--- config.mk ---
export PLATFORM = sky130hd
export DESIGN_NAME = cscan_ctrl
export DESIGN_NICKNAME = d
export VERILOG_FILES = /design/src/rtl/core/cscan_pkg.sv /design/src/rtl/core/cscan_ctrl.sv
export SDC_FILE = /design/constraint.sdc
export NUM_CORES = 1
export LEC_CHECK = 0
export BUFFER_PORTS_ARGS = -buffer_cell sky130_fd_sc_hd__clkbuf_2
export CORE_AREA = 5 5 42 44
export DETAILED_ROUTE_END_ITERATION = 10
export DIE_AREA = 0 0 47 49
export PLACE_DENSITY = 0.57
export SETUP_SLACK_MARGIN = 0.05
export SLEW_MARGIN = 20
export SYNTH_ARGS = -nofsm -noshare
export SYNTH_HDL_FRONTEND = slang
export SYNTH_SLANG_ARGS = --single-unit
--- constraint.sdc ---
create_clock -name clk -period 1.35 [get_ports clk]
set_input_delay 0.135 -clock clk [delete_from_list [all_inputs] [get_ports clk]]
set_output_delay 0.135 -clock clk [all_outputs]
set_load 0.005 [all_outputs]
--- src/rtl/core/cscan_pkg.sv ---
// Shared types, constants and helpers for the C-SCAN seek scheduler.
// Used by cscan_ctrl, cscan_dp and cscan_disk_seek_scheduler; no dependencies.
package cscan_pkg;

  localparam int QDEPTH     = 16;
  localparam int TRACK_BITS = 12;
  localparam int QIDX_W     = $clog2(QDEPTH);
  localparam int QCNT_W     = $clog2(QDEPTH + 1);
  localparam int SEEK_W     = 24;
  localparam int TC_W       = TRACK_BITS + 1;
  localparam int TC_RESET   = 200;
  localparam int TC_MIN     = 2;
  localparam int TC_MAX     = 1 << TRACK_BITS;

  localparam logic ACT_ADD = 1'b0;
  localparam logic ACT_RUN = 1'b1;

  localparam logic REG_TRACK_COUNT = 1'b0;

  typedef logic [TRACK_BITS-1:0] track_t;
  typedef logic [QCNT_W-1:0]     qcnt_t;
  typedef logic [SEEK_W-1:0]     seek_t;

  typedef enum logic [2:0] {
    ST_IDLE,
    ST_SCAN,
    ST_HEAD,
    ST_LOW,
    ST_ZERO,
    ST_TOP,
    ST_HIGH
  } state_t;

  typedef enum logic [2:0] {
    SEL_HEAD,
    SEL_LOW,
    SEL_ZERO,
    SEL_TOP,
    SEL_HIGH
  } sel_t;

  typedef struct packed {
    logic insert;
    logic start;
    logic scan;
    logic set_split;
    logic rd_prev;
    logic emit;
    sel_t sel;
    logic last;
    logic finish;
  } dp_cmd_t;

  typedef struct packed {
    logic scan_stop;
    logic idx_zero;
    logic idx_one;
    logic no_high;
    logic high_end;
    logic out_free;
  } dp_stat_t;

  function automatic track_t clamp_track(input track_t v, input track_t top);
    clamp_track = (v > top) ? top : v;
  endfunction

endpackage

--- src/rtl/core/cscan_ctrl.sv ---
// Sequencer for the C-SCAN seek scheduler: scan for the split, then walk the path.
// Depends on cscan_pkg; drives cscan_dp through dp_cmd_t and reads dp_stat_t.
module cscan_ctrl (
  input  logic               clk,
  input  logic               rst_n,
  input  logic               in_tvalid,
  input  logic               in_action,
  output logic               in_tready,
  input  cscan_pkg::dp_stat_t stat,
  output cscan_pkg::dp_cmd_t  cmd
);

  cscan_pkg::state_t state_r, state_nxt;

  always_ff @(posedge clk) begin
    if (!rst_n) begin
      state_r <= cscan_pkg::ST_IDLE;
    end else begin
      state_r <= state_nxt;
    end
  end

  always_comb begin
    state_nxt = state_r;
    unique case (state_r)
      cscan_pkg::ST_IDLE: begin
        if (in_tvalid && in_action == cscan_pkg::ACT_RUN) state_nxt = cscan_pkg::ST_SCAN;
      end
      cscan_pkg::ST_SCAN: begin
        if (stat.scan_stop) state_nxt = cscan_pkg::ST_HEAD;
      end
      cscan_pkg::ST_HEAD: begin
        if (stat.out_free) begin
          state_nxt = stat.idx_zero ? cscan_pkg::ST_ZERO : cscan_pkg::ST_LOW;
        end
      end
      cscan_pkg::ST_LOW: begin
        if (stat.out_free && stat.idx_one) state_nxt = cscan_pkg::ST_ZERO;
      end
      cscan_pkg::ST_ZERO: begin
        if (stat.out_free) state_nxt = cscan_pkg::ST_TOP;
      end
      cscan_pkg::ST_TOP: begin
        if (stat.out_free) begin
          state_nxt = stat.no_high ? cscan_pkg::ST_IDLE : cscan_pkg::ST_HIGH;
        end
      end
      cscan_pkg::ST_HIGH: begin
        if (stat.out_free && stat.high_end) state_nxt = cscan_pkg::ST_IDLE;
      end
      default: state_nxt = cscan_pkg::ST_IDLE;
    endcase
  end

  always_comb begin
    in_tready     = 1'b0;
    cmd           = '0;
    cmd.sel       = cscan_pkg::SEL_HEAD;
    cmd.rd_prev   = 1'b1;
    unique case (state_r)
      cscan_pkg::ST_IDLE: begin
        in_tready  = 1'b1;
        cmd.insert = in_tvalid && in_action == cscan_pkg::ACT_ADD;
        cmd.start  = in_tvalid && in_action == cscan_pkg::ACT_RUN;
      end
      cscan_pkg::ST_SCAN: begin
        cmd.rd_prev   = 1'b0;
        cmd.scan      = !stat.scan_stop;
        cmd.set_split = stat.scan_stop;
      end
      cscan_pkg::ST_HEAD: begin
        cmd.emit = stat.out_free;
        cmd.sel  = cscan_pkg::SEL_HEAD;
      end
      cscan_pkg::ST_LOW: begin
        cmd.emit = stat.out_free;
        cmd.sel  = cscan_pkg::SEL_LOW;
      end
      cscan_pkg::ST_ZERO: begin
        cmd.emit = stat.out_free;
        cmd.sel  = cscan_pkg::SEL_ZERO;
      end
      cscan_pkg::ST_TOP: begin
        cmd.emit   = stat.out_free;
        cmd.sel    = cscan_pkg::SEL_TOP;
        cmd.last   = stat.no_high;
        cmd.finish = stat.out_free && stat.no_high;
      end
      cscan_pkg::ST_HIGH: begin
        cmd.emit   = stat.out_free;
        cmd.sel    = cscan_pkg::SEL_HIGH;
        cmd.last   = stat.high_end;
        cmd.finish = stat.out_free && stat.high_end;
      end
      default: begin
        in_tready = 1'b0;
      end
    endcase
  end

endmodule

==> results.toml <==
[run_status]
status = "finished clean"

[min_path]
hold_end = "state_r[2]"
hold_path.class = "input pin to register"
min_from = "rst_n"
hold_depth = 3

[global_routing]
grt_first_pass_wirelength_mm = 1.65
antenna_found_initial = 0
grt_max_degree = 15
gr-total-overflow = 0
grt_pass1_vias = 435
grt_usage = 0.0956

[cells_and_area]
area_delta_synth_final_pct = 50.5
largest_register_ffs = 3
diodes = 0
top_register = "state_r"
utilization = 0.415
drive_above_1_share = 0.463
layoutNonFillerInstCount = 98
fin_nets = 93
top_regs = "state_r: 3 flops"

[sta]
fin_crit_sh = 0.985
maxSlewViolCount = 0
finalWorstSetupSlack_ns = 0.0199
finClkSkew_ns = 0.000920
hold_viol_final = 0
rsz0062_at_grt = "yes"
period_needed_ns = 1.33
worst_slew_margin_rel = 0.837
setup_viol = 0
clock.fmax_mhz = 752
tightest_slew_ns = 0.237

[logic_synthesis]
synth_most_common_cell = "nand2_1"
synth_top_area_frac = 0.155
ys_warn_count = 0
netlist_instances = 55
synth_nets = 65
yosysTopAreaCell = "dfxtp_1"
synthArstFlopShare = 0
synthTopCellsByArea = "dfxtp_1 (16%), mux2i_1 (7.8%), nand2_1 (7.8%)"
synth-edff-count = 0
synth_cell_types = 29
seq_area_frac_synth = 0.155
avgSynthCellArea_um2 = 7.03
ys_top_cells_by_count = "nand2_1 (8), nor2_1 (5), o21ai_0 (4)"
ys_ff_latch = 3
synthFlopType = "dfxtp_1"
synth_area_um2 = 387

[drt]
via_count = 483
ant_nets = 0
drcViolationCount = 0
drt-initial-drc-count = 10
dr.pass1.iters = 4
wl_per_cell_um = 10.9
vias_per_cell = 4.93
routed_wl_mm = 1.06

[power]
clkPwrFrac = 0.196
p_per_area_mw_per_mm2 = 1350
p_int_mw = 0.488
p_sw_mw = 0.298
p_total_mw = 0.786
power_leakage_nw = 0.286
power_frac_seq = 0.174
peakVddDrop_v = 0.000547
switching_share = 0.379
combinationalPowerShare = 0.629

[cts]
root_buffer = "clkbuf_4"
clk_pin_slew_ns = 0.04
worst_skew_pair.late_latency_ns = 0.23
cts_max_path_buffers = 2
cts.htree.levels = 1
cts.sinks = 3
cts_tree = "done"
numCtsBuffers = 3

[worst_setup_path]
timing.rr.start = "state_r[0]"
worstPathRequired_ns = 1.22
timing.critical_path.buf_inv = 2
crit_chain = "buf_6, nand3b_1, o21ai_1, and4_1, clkbuf_2"
worst-setup-path-type = "register to primary output"
timing.rr.end = "state_r[0]"
arrival_ns = 1.20
path_delay_family = "simple AND/OR/NAND/NOR gates"
start_kind = "register"
reg2reg_depth = 6
crit_fanout = 7
cpMaxStageDelayCell = "dfxtp_2"
ff2ff_setup_slack_ns = 0.06
cp-end-kind = "primary output"
critPathMaxStageDelay_ns = 0.32

[placement]
portBuffers = 21
dp.cells = 91
place_ws_ns = 0.0554
gp_congestion = 0.830
dpl.hpwl_um = 837

[floorplanning]
die_h_um = 49
io_pins = 22
fp-row-count = 14
coreArea_mm2 = 0.00140
die_x_um = 47
start_util = 0.276
die_area_mm2 = 0.00230

[flow_run]
maxCapViolations = 0
## layer usage
metal  vias to the layer above  share of wire  GRT usage
li1                        248              -          -
met1                       221           0.42      0.114
met2                        12           0.49      0.152
met3                         2          0.070    0.00738
met4                         0          0.018     0.0691
met5                         -              0          0
## logic make-up (layout without fill, tap and decap cells)
| kind of cell | Yosys count | after routing | synth area share |
|---|---|---|---|
| AOI/OAI and AO/OA | 15 | 15 | 0.269 |
| and+or+nand+nor | 26 | 26 | 0.366 |
| xor gates and xnor gates | 1 | 1 | 0.0227 |
| muxes | 3 | 3 | 0.0777 |
| DFF | 3 | 3 | 0.155 |
| buffers and inverters | 7 | 34 | 0.110 |
## power groups by stage
stage / Combinational (mW) / Clock, mW / Sequential, mW
CTS: 0.450 / 0.162 / 0.136
floorplan: 0.308 / 0 / 0.118
finish: 0.495 / 0.154 / 0.137
global route: 0.549 / 0.170 / 0.138
detailed placement: 0.410 / 0 / 0.132
global placement: 0.411 / 0 / 0.131
## through the flow
step	setup TNS, ns	cell area (um^2)	hold WS, ns
final	0	582	0.205
after global routing	-0.107	582	0.213
after CTS	0	557	0.196
after detailed placement	0	503	0.449
after global placement	0	503	0.451
after floorplan	0	387	0.279
## placed cells by master, fill, tap and decap left out, types with 2 or more instances in the layout
cell       n
nand2b_1   2
mux2i_1    3
and3_1     2
nor3b_2    2
o21ai_0    3
clkbuf_4   3
buf_4      3
o21ai_1    2
clkbuf_2  20
a21boi_1   2
dfxtp_4    2
inv_1      3
buf_6      3
nor2_1     5
a21oi_1    2
nand2_1    8
nand3b_1   3
## tightest hold or removal path, cell delays in order
cell      delay (ns)
clkbuf_2        0.12
nand2_1         0.08
mux2i_1         0.06
## how the worst max path moves through the flow
stage / startpoint / to / depth (start not counted)
finish: state_r[0] / cmd[0] / 5
global route: state_r[0] / cmd[0] / 5
CTS: state_r[0] / cmd[0] / 5
detailed placement: state_r[2] / state_r[2] / 5
global placement: state_r[2] / state_r[0] / 5
floorplan: state_r[2] / cmd[9] / 3
## cell type report
class / instances / area (um^2)
multi-input cells: 45 / 294
inverters: 3 / 11.3
clock buffers: 4 / 26.3
repair buffers: 27 / 161
flip-flops and latches: 3 / 68.8
well taps: 16 / 20.0
fillers: 159 / 820
## repair_timing
| item | 4_1_cts | 5_1_grt |
|---|---|---|
| gates resized for setup | 8 | 5 |
| endpoints found under the setup margin | 13 | 10 |
| pin swaps | 2 | 3 |
| hold buffers | 0 | 0 |
| setup buffers | 1 | 2 |
Note: power is estimated with default switching activity, not from simulation.
