`config.mk`:
```
export PLATFORM = sky130hd
export DESIGN_NAME = cscan_dp
export DESIGN_NICKNAME = d
export VERILOG_FILES = /design/src/rtl/core/cscan_pkg.sv /design/src/rtl/core/cscan_dp.sv
export SDC_FILE = /design/constraint.sdc
export NUM_CORES = 1
export LEC_CHECK = 0
export ABC_AREA = 0
export BUFFER_PORTS_ARGS = -buffer_cell sky130_fd_sc_hd__buf_4
export CAP_MARGIN = 15
export CORE_AREA = 3 3 143 248
export DETAILED_ROUTE_END_ITERATION = 7
export DIE_AREA = 0 0 146 251
export PLACE_DENSITY = 0.77
export SYNTH_ARGS = -nofsm -noshare
export SYNTH_HDL_FRONTEND = slang
export SYNTH_SLANG_ARGS = --single-unit
```
`constraint.sdc`:
```
create_clock -name clk -period 16.9 [get_ports clk]
set_clock_uncertainty 0.1 [all_clocks]
set_input_delay 3.38 -clock clk [delete_from_list [all_inputs] [get_ports clk]]
set_output_delay 3.38 -clock clk [all_outputs]
set_load 0.01 [all_outputs]
```
`src/rtl/core/cscan_pkg.sv`:
```
// Shared types, constants and helpers for the C-SCAN seek scheduler.
// Used by cscan_ctrl, cscan_dp and cscan_disk_seek_scheduler; no dependencies.
package cscan_pkg;

  localparam int QDEPTH     = 16;
  localparam int TRACK_BITS = 12;
  localparam int QIDX_W     = $clog2(QDEPTH);
  localparam int QCNT_W     = $clog2(QDEPTH + 1);
  localparam int SEEK_W     = 24;
  localparam int TC_W       = TRACK_BITS + 1;
  localparam int TC_RESET   = 200;
  localparam int TC_MIN     = 2;
  localparam int TC_MAX     = 1 << TRACK_BITS;

  localparam logic ACT_ADD = 1'b0;
  localparam logic ACT_RUN = 1'b1;

  localparam logic REG_TRACK_COUNT = 1'b0;

  typedef logic [TRACK_BITS-1:0] track_t;
  typedef logic [QCNT_W-1:0]     qcnt_t;
  typedef logic [SEEK_W-1:0]     seek_t;

  typedef enum logic [2:0] {
    ST_IDLE,
    ST_SCAN,
    ST_HEAD,
    ST_LOW,
    ST_ZERO,
    ST_TOP,
    ST_HIGH
  } state_t;

  typedef enum logic [2:0] {
    SEL_HEAD,
    SEL_LOW,
    SEL_ZERO,
    SEL_TOP,
    SEL_HIGH
  } sel_t;

  typedef struct packed {
    logic insert;
    logic start;
    logic scan;
    logic set_split;
    logic rd_prev;
    logic emit;
    sel_t sel;
    logic last;
    logic finish;
  } dp_cmd_t;

  typedef struct packed {
    logic scan_stop;
    logic idx_zero;
    logic idx_one;
    logic no_high;
    logic high_end;
    logic out_free;
  } dp_stat_t;

  function automatic track_t clamp_track(input track_t v, input track_t top);
    clamp_track = (v > top) ? top : v;
  endfunction

endpackage

```
`src/rtl/core/cscan_dp.sv`:
```
// Datapath for the C-SCAN seek scheduler: sorted request store, walk index,
// seek accumulator and output beat register. Depends on cscan_pkg.
module cscan_dp (
  input  logic                  clk,
  input  logic                  rst_n,
  input  cscan_pkg::dp_cmd_t    cmd,
  output cscan_pkg::dp_stat_t   stat,
  input  cscan_pkg::track_t     in_req,
  input  cscan_pkg::track_t     in_head,
  input  cscan_pkg::track_t     top,
  output logic                  out_tvalid,
  input  logic                  out_tready,
  output cscan_pkg::track_t     out_trk,
  output cscan_pkg::seek_t      out_seek,
  output logic                  out_last,
  output logic                  out_ovf
);

  cscan_pkg::track_t store_r   [cscan_pkg::QDEPTH];
  cscan_pkg::track_t store_nxt [cscan_pkg::QDEPTH];
  logic [cscan_pkg::QDEPTH-1:0] gt;

  cscan_pkg::qcnt_t  count_r, count_nxt;
  logic              ovf_r, ovf_nxt;
  cscan_pkg::track_t head_r, pos_r;
  cscan_pkg::qcnt_t  idx_r, idx_nxt, split_r;
  cscan_pkg::seek_t  seek_r;

  logic              out_valid_r;
  cscan_pkg::track_t out_trk_r;
  cscan_pkg::seek_t  out_seek_r;
  logic              out_last_r, out_ovf_r;

  cscan_pkg::qcnt_t  rd_addr;
  cscan_pkg::track_t rd_val;
  cscan_pkg::track_t trk;
  cscan_pkg::track_t move_dist;
  logic [cscan_pkg::SEEK_W:0] seek_sum;
  cscan_pkg::seek_t  seek_new;
  logic              full;

  // sorted insert: entries above the new track move up one place
  always_comb begin
    for (int k = 0; k < cscan_pkg::QDEPTH; k++) begin
      gt[k] = (cscan_pkg::QCNT_W'(k) < count_r) && (store_r[k] > in_req);
    end
    store_nxt[0] = (gt[0] || count_r == '0) ? in_req : store_r[0];
    for (int k = 1; k < cscan_pkg::QDEPTH; k++) begin
      if (gt[k-1]) begin
        store_nxt[k] = store_r[k-1];
      end else if (gt[k] || cscan_pkg::QCNT_W'(k) == count_r) begin
        store_nxt[k] = in_req;
      end else begin
        store_nxt[k] = store_r[k];
      end
    end
  end

  assign full = count_r >= cscan_pkg::QCNT_W'(cscan_pkg::QDEPTH);

  always_ff @(posedge clk) begin
    if (cmd.insert && !full) begin
      store_r <= store_nxt;
    end
  end

  always_comb begin
    count_nxt = count_r;
    ovf_nxt   = ovf_r;
    if (cmd.insert) begin
      if (full) ovf_nxt = 1'b1;
      else      count_nxt = count_r + 1'b1;
    end
    if (cmd.finish) begin
      count_nxt = '0;
      ovf_nxt   = 1'b0;
    end
  end

  always_ff @(posedge clk) begin
    if (!rst_n) begin
      count_r <= '0;
      ovf_r   <= 1'b0;
    end else begin
      count_r <= count_nxt;
      ovf_r   <= ovf_nxt;
    end
  end

  assign rd_addr = cmd.rd_prev ? (idx_r - 1'b1) : idx_r;
  assign rd_val  = cscan_pkg::clamp_track(store_r[rd_addr[cscan_pkg::QIDX_W-1:0]], top);

  always_comb begin
    unique case (cmd.sel)
      cscan_pkg::SEL_HEAD: trk = head_r;
      cscan_pkg::SEL_ZERO: trk = '0;
      cscan_pkg::SEL_TOP:  trk = top;
      default:             trk = rd_val;
    endcase
    move_dist = (cmd.sel == cscan_pkg::SEL_TOP) ? trk : (pos_r - trk);
    seek_sum  = {1'b0, seek_r} + (cscan_pkg::SEEK_W+1)'(move_dist);
    if (cmd.sel == cscan_pkg::SEL_HEAD) begin
      seek_new = '0;
    end else if (seek_sum[cscan_pkg::SEEK_W]) begin
      seek_new = '1;
    end else begin
      seek_new = seek_sum[cscan_pkg::SEEK_W-1:0];
    end
  end

  always_comb begin
    idx_nxt = idx_r;
    if (cmd.start) begin
      idx_nxt = '0;
    end else if (cmd.scan) begin
      idx_nxt = idx_r + 1'b1;
    end else if (cmd.emit) begin
      case (cmd.sel) inside
        cscan_pkg::SEL_LOW, cscan_pkg::SEL_HIGH: idx_nxt = idx_r - 1'b1;
        cscan_pkg::SEL_ZERO:                     idx_nxt = count_r;
        default:                                 idx_nxt = idx_r;
      endcase
    end
  end

  always_ff @(posedge clk) begin
    idx_r <= idx_nxt;
    if (cmd.start)     head_r  <= cscan_pkg::clamp_track(in_head, top);
    if (cmd.set_split) split_r <= idx_r;
    if (cmd.emit) begin
      pos_r      <= trk;
      seek_r     <= seek_new;
      out_trk_r  <= trk;
      out_seek_r <= seek_new;
      out_last_r <= cmd.last;
      out_ovf_r  <= ovf_r;
    end
  end

  always_ff @(posedge clk) begin
    if (!rst_n) begin
      out_valid_r <= 1'b0;
    end else if (cmd.emit) begin
      out_valid_r <= 1'b1;
    end else if (out_tready) begin
      out_valid_r <= 1'b0;
    end
  end

  assign stat.scan_stop = (idx_r == count_r) || (rd_val > head_r);
  assign stat.idx_zero  = idx_r == '0;
  assign stat.idx_one   = idx_r == cscan_pkg::QCNT_W'(1);
  assign stat.no_high   = count_r == split_r;
  assign stat.high_end  = idx_r == (split_r + 1'b1);
  assign stat.out_free  = !out_valid_r || out_tready;

  assign out_tvalid = out_valid_r;
  assign out_trk    = out_trk_r;
  assign out_seek   = out_seek_r;
  assign out_last   = out_last_r;
  assign out_ovf    = out_ovf_r;

endmodule

```
==> impl_metrics.yaml <==
logic_synthesis:
  ys_seq_area_frac: 0.382
  ys_seq_elements: 259
  ys_types: 86
  ys.flop_type: "edfxtp_1"
  async_flop_share: 0
  synth_edf_count: 247
  syn_inst: 1876
  synthesis.nets: 2165
  ys_warn_count: 0
  netlist_area_mm2: 0.0200
  syn_avg_cell_area_um2: 10.7
clock_tree:
  cts-resized-gates: 0
  post_cts_buffers: 0
  cts_hold_buffers: 0
  clk_latency_ps: 570
  cts_made_buffers: 27
  clock-sinks: 259
  clk_pin_slew_ps: 60
  cts_tree: "done"
  cts.path.max_buffers: 3
  cts_htree_levels: 1
  cts_root_buf: "clkbuf_16"
die:
  die_w_um: 146
  rows: 89
  coreArea_mm2: 0.0337
  start_util: 0.594
  chipHeight_um: 251
  dieArea_mm2: 0.0366
  floorplan.io_pins: 95
min_path:
  whs_endpoint: "out_ovf$_DFFE_PP_"
  hold_depth: 0
  min_path_type: "reg2reg"
  min_from: "ovf_r$_SDFFE_PP0P_"
cells_and_area:
  drive_gt1_frac: 0.186
  antennaDiodeCount: 0
  nFillCells: 2681
  multi_input_area_mm2: 0.0117
  syn_to_final_growth_pct: 11.3
  regArea_mm2: 0.00766
  final_nets: 2262
worst_setup_path:
  cp.arrival_ps: 9250
  r2r_cells: 34
  cp-end-kind: "output pin"
  worst_path_most_repeated_cell: "buf_4"
  r2r_start: "idx_r[1]$_SDFFE_PP0P_"
  reg2reg_to: "out_seek[21]$_SDFFCE_PN0P_"
  timing.reg2reg.setup_slack_ps: 6370
  critPathMaxStageDelay_ps: 570
  startpoint_type: "primary input"
  path_class: "in2out"
  crit_fanout: 22
  worstPathCellList: "buf_4 -> and2b_1 -> nor2_4 -> buf_12 -> mux4_2 -> mux4_2 -> ha_1 -> nand4_1 -> nor3_1 -> a21oi_1 -> o21ai_1 -> buf_4 -> mux2i_1 -> inv_1 -> ha_1 -> nand4_1 -> or4_1 -> o21ai_1 -> o31ai_1 -> buf_4"
  critPathRequiredTime_ps: 13420
  crit_path_top_delay_cell: "or4_1"
sta:
  setup_viol: 0
  hold_slack_ps: 364
  hold_viol_final: 0
  rsz0062_at_grt: "no"
  finalMaxSlewViolations: 0
  fin_crit_ps: 12730
  period_share: 0.753
  relSlewSlack: 0.214
  fmax_mhz: 78.6
  tightest_slew_ps: 1180
  finalSetupTns_ps: 0
routing:
  drt-initial-drc-count: 1676
  wire_per_inst_um: 28.8
  num_vias: 16900
  postRouteWirelength_mm: 70.4
  via_per_inst: 6.89
  ant_nets: 0
  firstDrtPassIters: 6
  drc: 0
global_routing:
  use_met3: 0.0595
  track_usage: 0.377
  grt.busiest_layer: "met2"
  grt_pass1_wl_mm: 104
  grtUsageMet1: 0.386
  antenna_found_initial: 0
  grt_overflow: 0
  grt_max_degree: 44
  grt_pass1_vias: 16900
  grt.met2_usage: 0.653
place:
  gp_congestion: 1.03
  portBuffers: 94
  post-dp-hpwl_mm: 52.9
status:
  status: "complete, no violations"
job:
  maxCapViolations: 0
power:
  p_leak_nw: 8.88
  p_per_area_mw_per_mm2: 105
  vdd.ir_drop.worst_mv: 0.0905
cell type report:
type	instances	share of cell area
well taps	455	0.0255
flip-flops and latches	259	0.343
inverters	97	0.0163
clock inverters	17	0.00791
clock buffers	32	0.0311
repair buffers	143	0.0490
multi-input cells	1445	0.527
flip-flops by register name, summed over array words and instances, names as in the netlist:
name        count
out_seek       24
out_tvalid      1
out_trk        12
out_last        1
idx_r           5
store_r       192
count_r         5
head_r         12
ovf_r           1
split_r         5
out_ovf         1
report_power, final:
group	total (mW)	leakage [nW]	internal (mW)	switching [mW]
Combinational	0.910	6.07	0.406	0.505
Clock	0.619	0.430	0.352	0.267
Sequential	0.809	2.38	0.772	0.0372
cell usage after synthesis, types with 7 or more instances:
cell      instances  area (um^2)
nor3_1           34          170
nor2b_1          21          131
mux2_2           86          968
edfxtp_1        247         7420
buf_4             7         52.6
xor2_1           19          166
nand2_1         167          627
or2_2            14         87.6
a211oi_1         11         82.6
mux2i_1          68          681
buf_1             8         30.0
inv_1            83          312
nand2b_1         19          119
a22oi_1          18          135
dfxtp_1          12          240
a21o_1           72          541
o211ai_1          7         52.6
nand3_1          26          130
mux4_2           54         1220
nand4_1          50          313
clkinv_1         11         41.3
a31oi_1          10         62.6
a21oi_1         133          666
xnor2_1          34          298
clkbuf_1         46          173
ha_1            238         2980
o22ai_1           9         56.3
buf_2            14         70.1
nor2_1           78          293
o221ai_1         11         96.3
o21ai_0         149          746
cells by family (layout without fill, tap and decap cells):
logic type	count (synthesis)	after routing	share of synthesized area
compound gates	488	488	0.153
simple gates	448	448	0.108
flops	259	259	0.382
fa+ha+maj	244	244	0.152
mux	210	210	0.145
buf+inv	172	289	0.0344
xor+xnor	55	55	0.0248
through the flow:
stage / power, mW / utilization / setup slack [ps] / cells / instance area (um^2)
CTS: 2.33 / 0.660 / 3950 / 2444 / 22300
detailed placement: 1.72 / 0.634 / 3960 / 2395 / 21400
finish: 2.34 / 0.661 / 4170 / 2448 / 22300
global placement: 1.68 / 0.634 / 4110 / 2395 / 21400
floorplan: 1.46 / - / 4830 / 1876 / 20000
global route: 2.45 / 0.661 / 3910 / 2448 / 22300
cell usage in the layout (no fill, tap or decap), drive strengths merged, types with 15 or more instances in the layout:
cell and n:
edfxtp 247, ha 238, nand2 167, o21ai 155, buf 143, a21oi 134
mux2 87, inv 86, nor2 79, a21o 72, mux2i 68, mux4 55
nand4 50, xnor2 36, nor3 34, clkbuf 32, nand3 26, clkinv 24
nor2b 21, xor2 19, nand2b 19, a22oi 18, or2 15
metal layers:
layer  share of wire  wire (um)
met5               0          0
met2            0.49      34500
met3           0.079       5550
met1            0.31      21800
met4            0.12       8540
how the worst max path moves through the flow:
stage,depth (start not counted),slack [ps],to,from
after global placement,19,4110,stat[5],cmd[6]
final,20,4170,stat[5],cmd[6]
after global routing,21,3910,stat[5],cmd[6]
after floorplan,20,4830,stat[5],cmd[6]
after CTS,19,3950,stat[5],cmd[6]
after detailed placement,19,3960,stat[5],cmd[6]
critical path, delay by kind of cell:
family,cells,cell delay (ps)
multiplexers,3,1360
adder cells (fa/ha/maj),2,620
AO/OA/AOI/OAI,4,750
AND/OR/NAND/NOR,6,2020
buffers and inverters,5,1090
(Power assumes the default switching activity.)
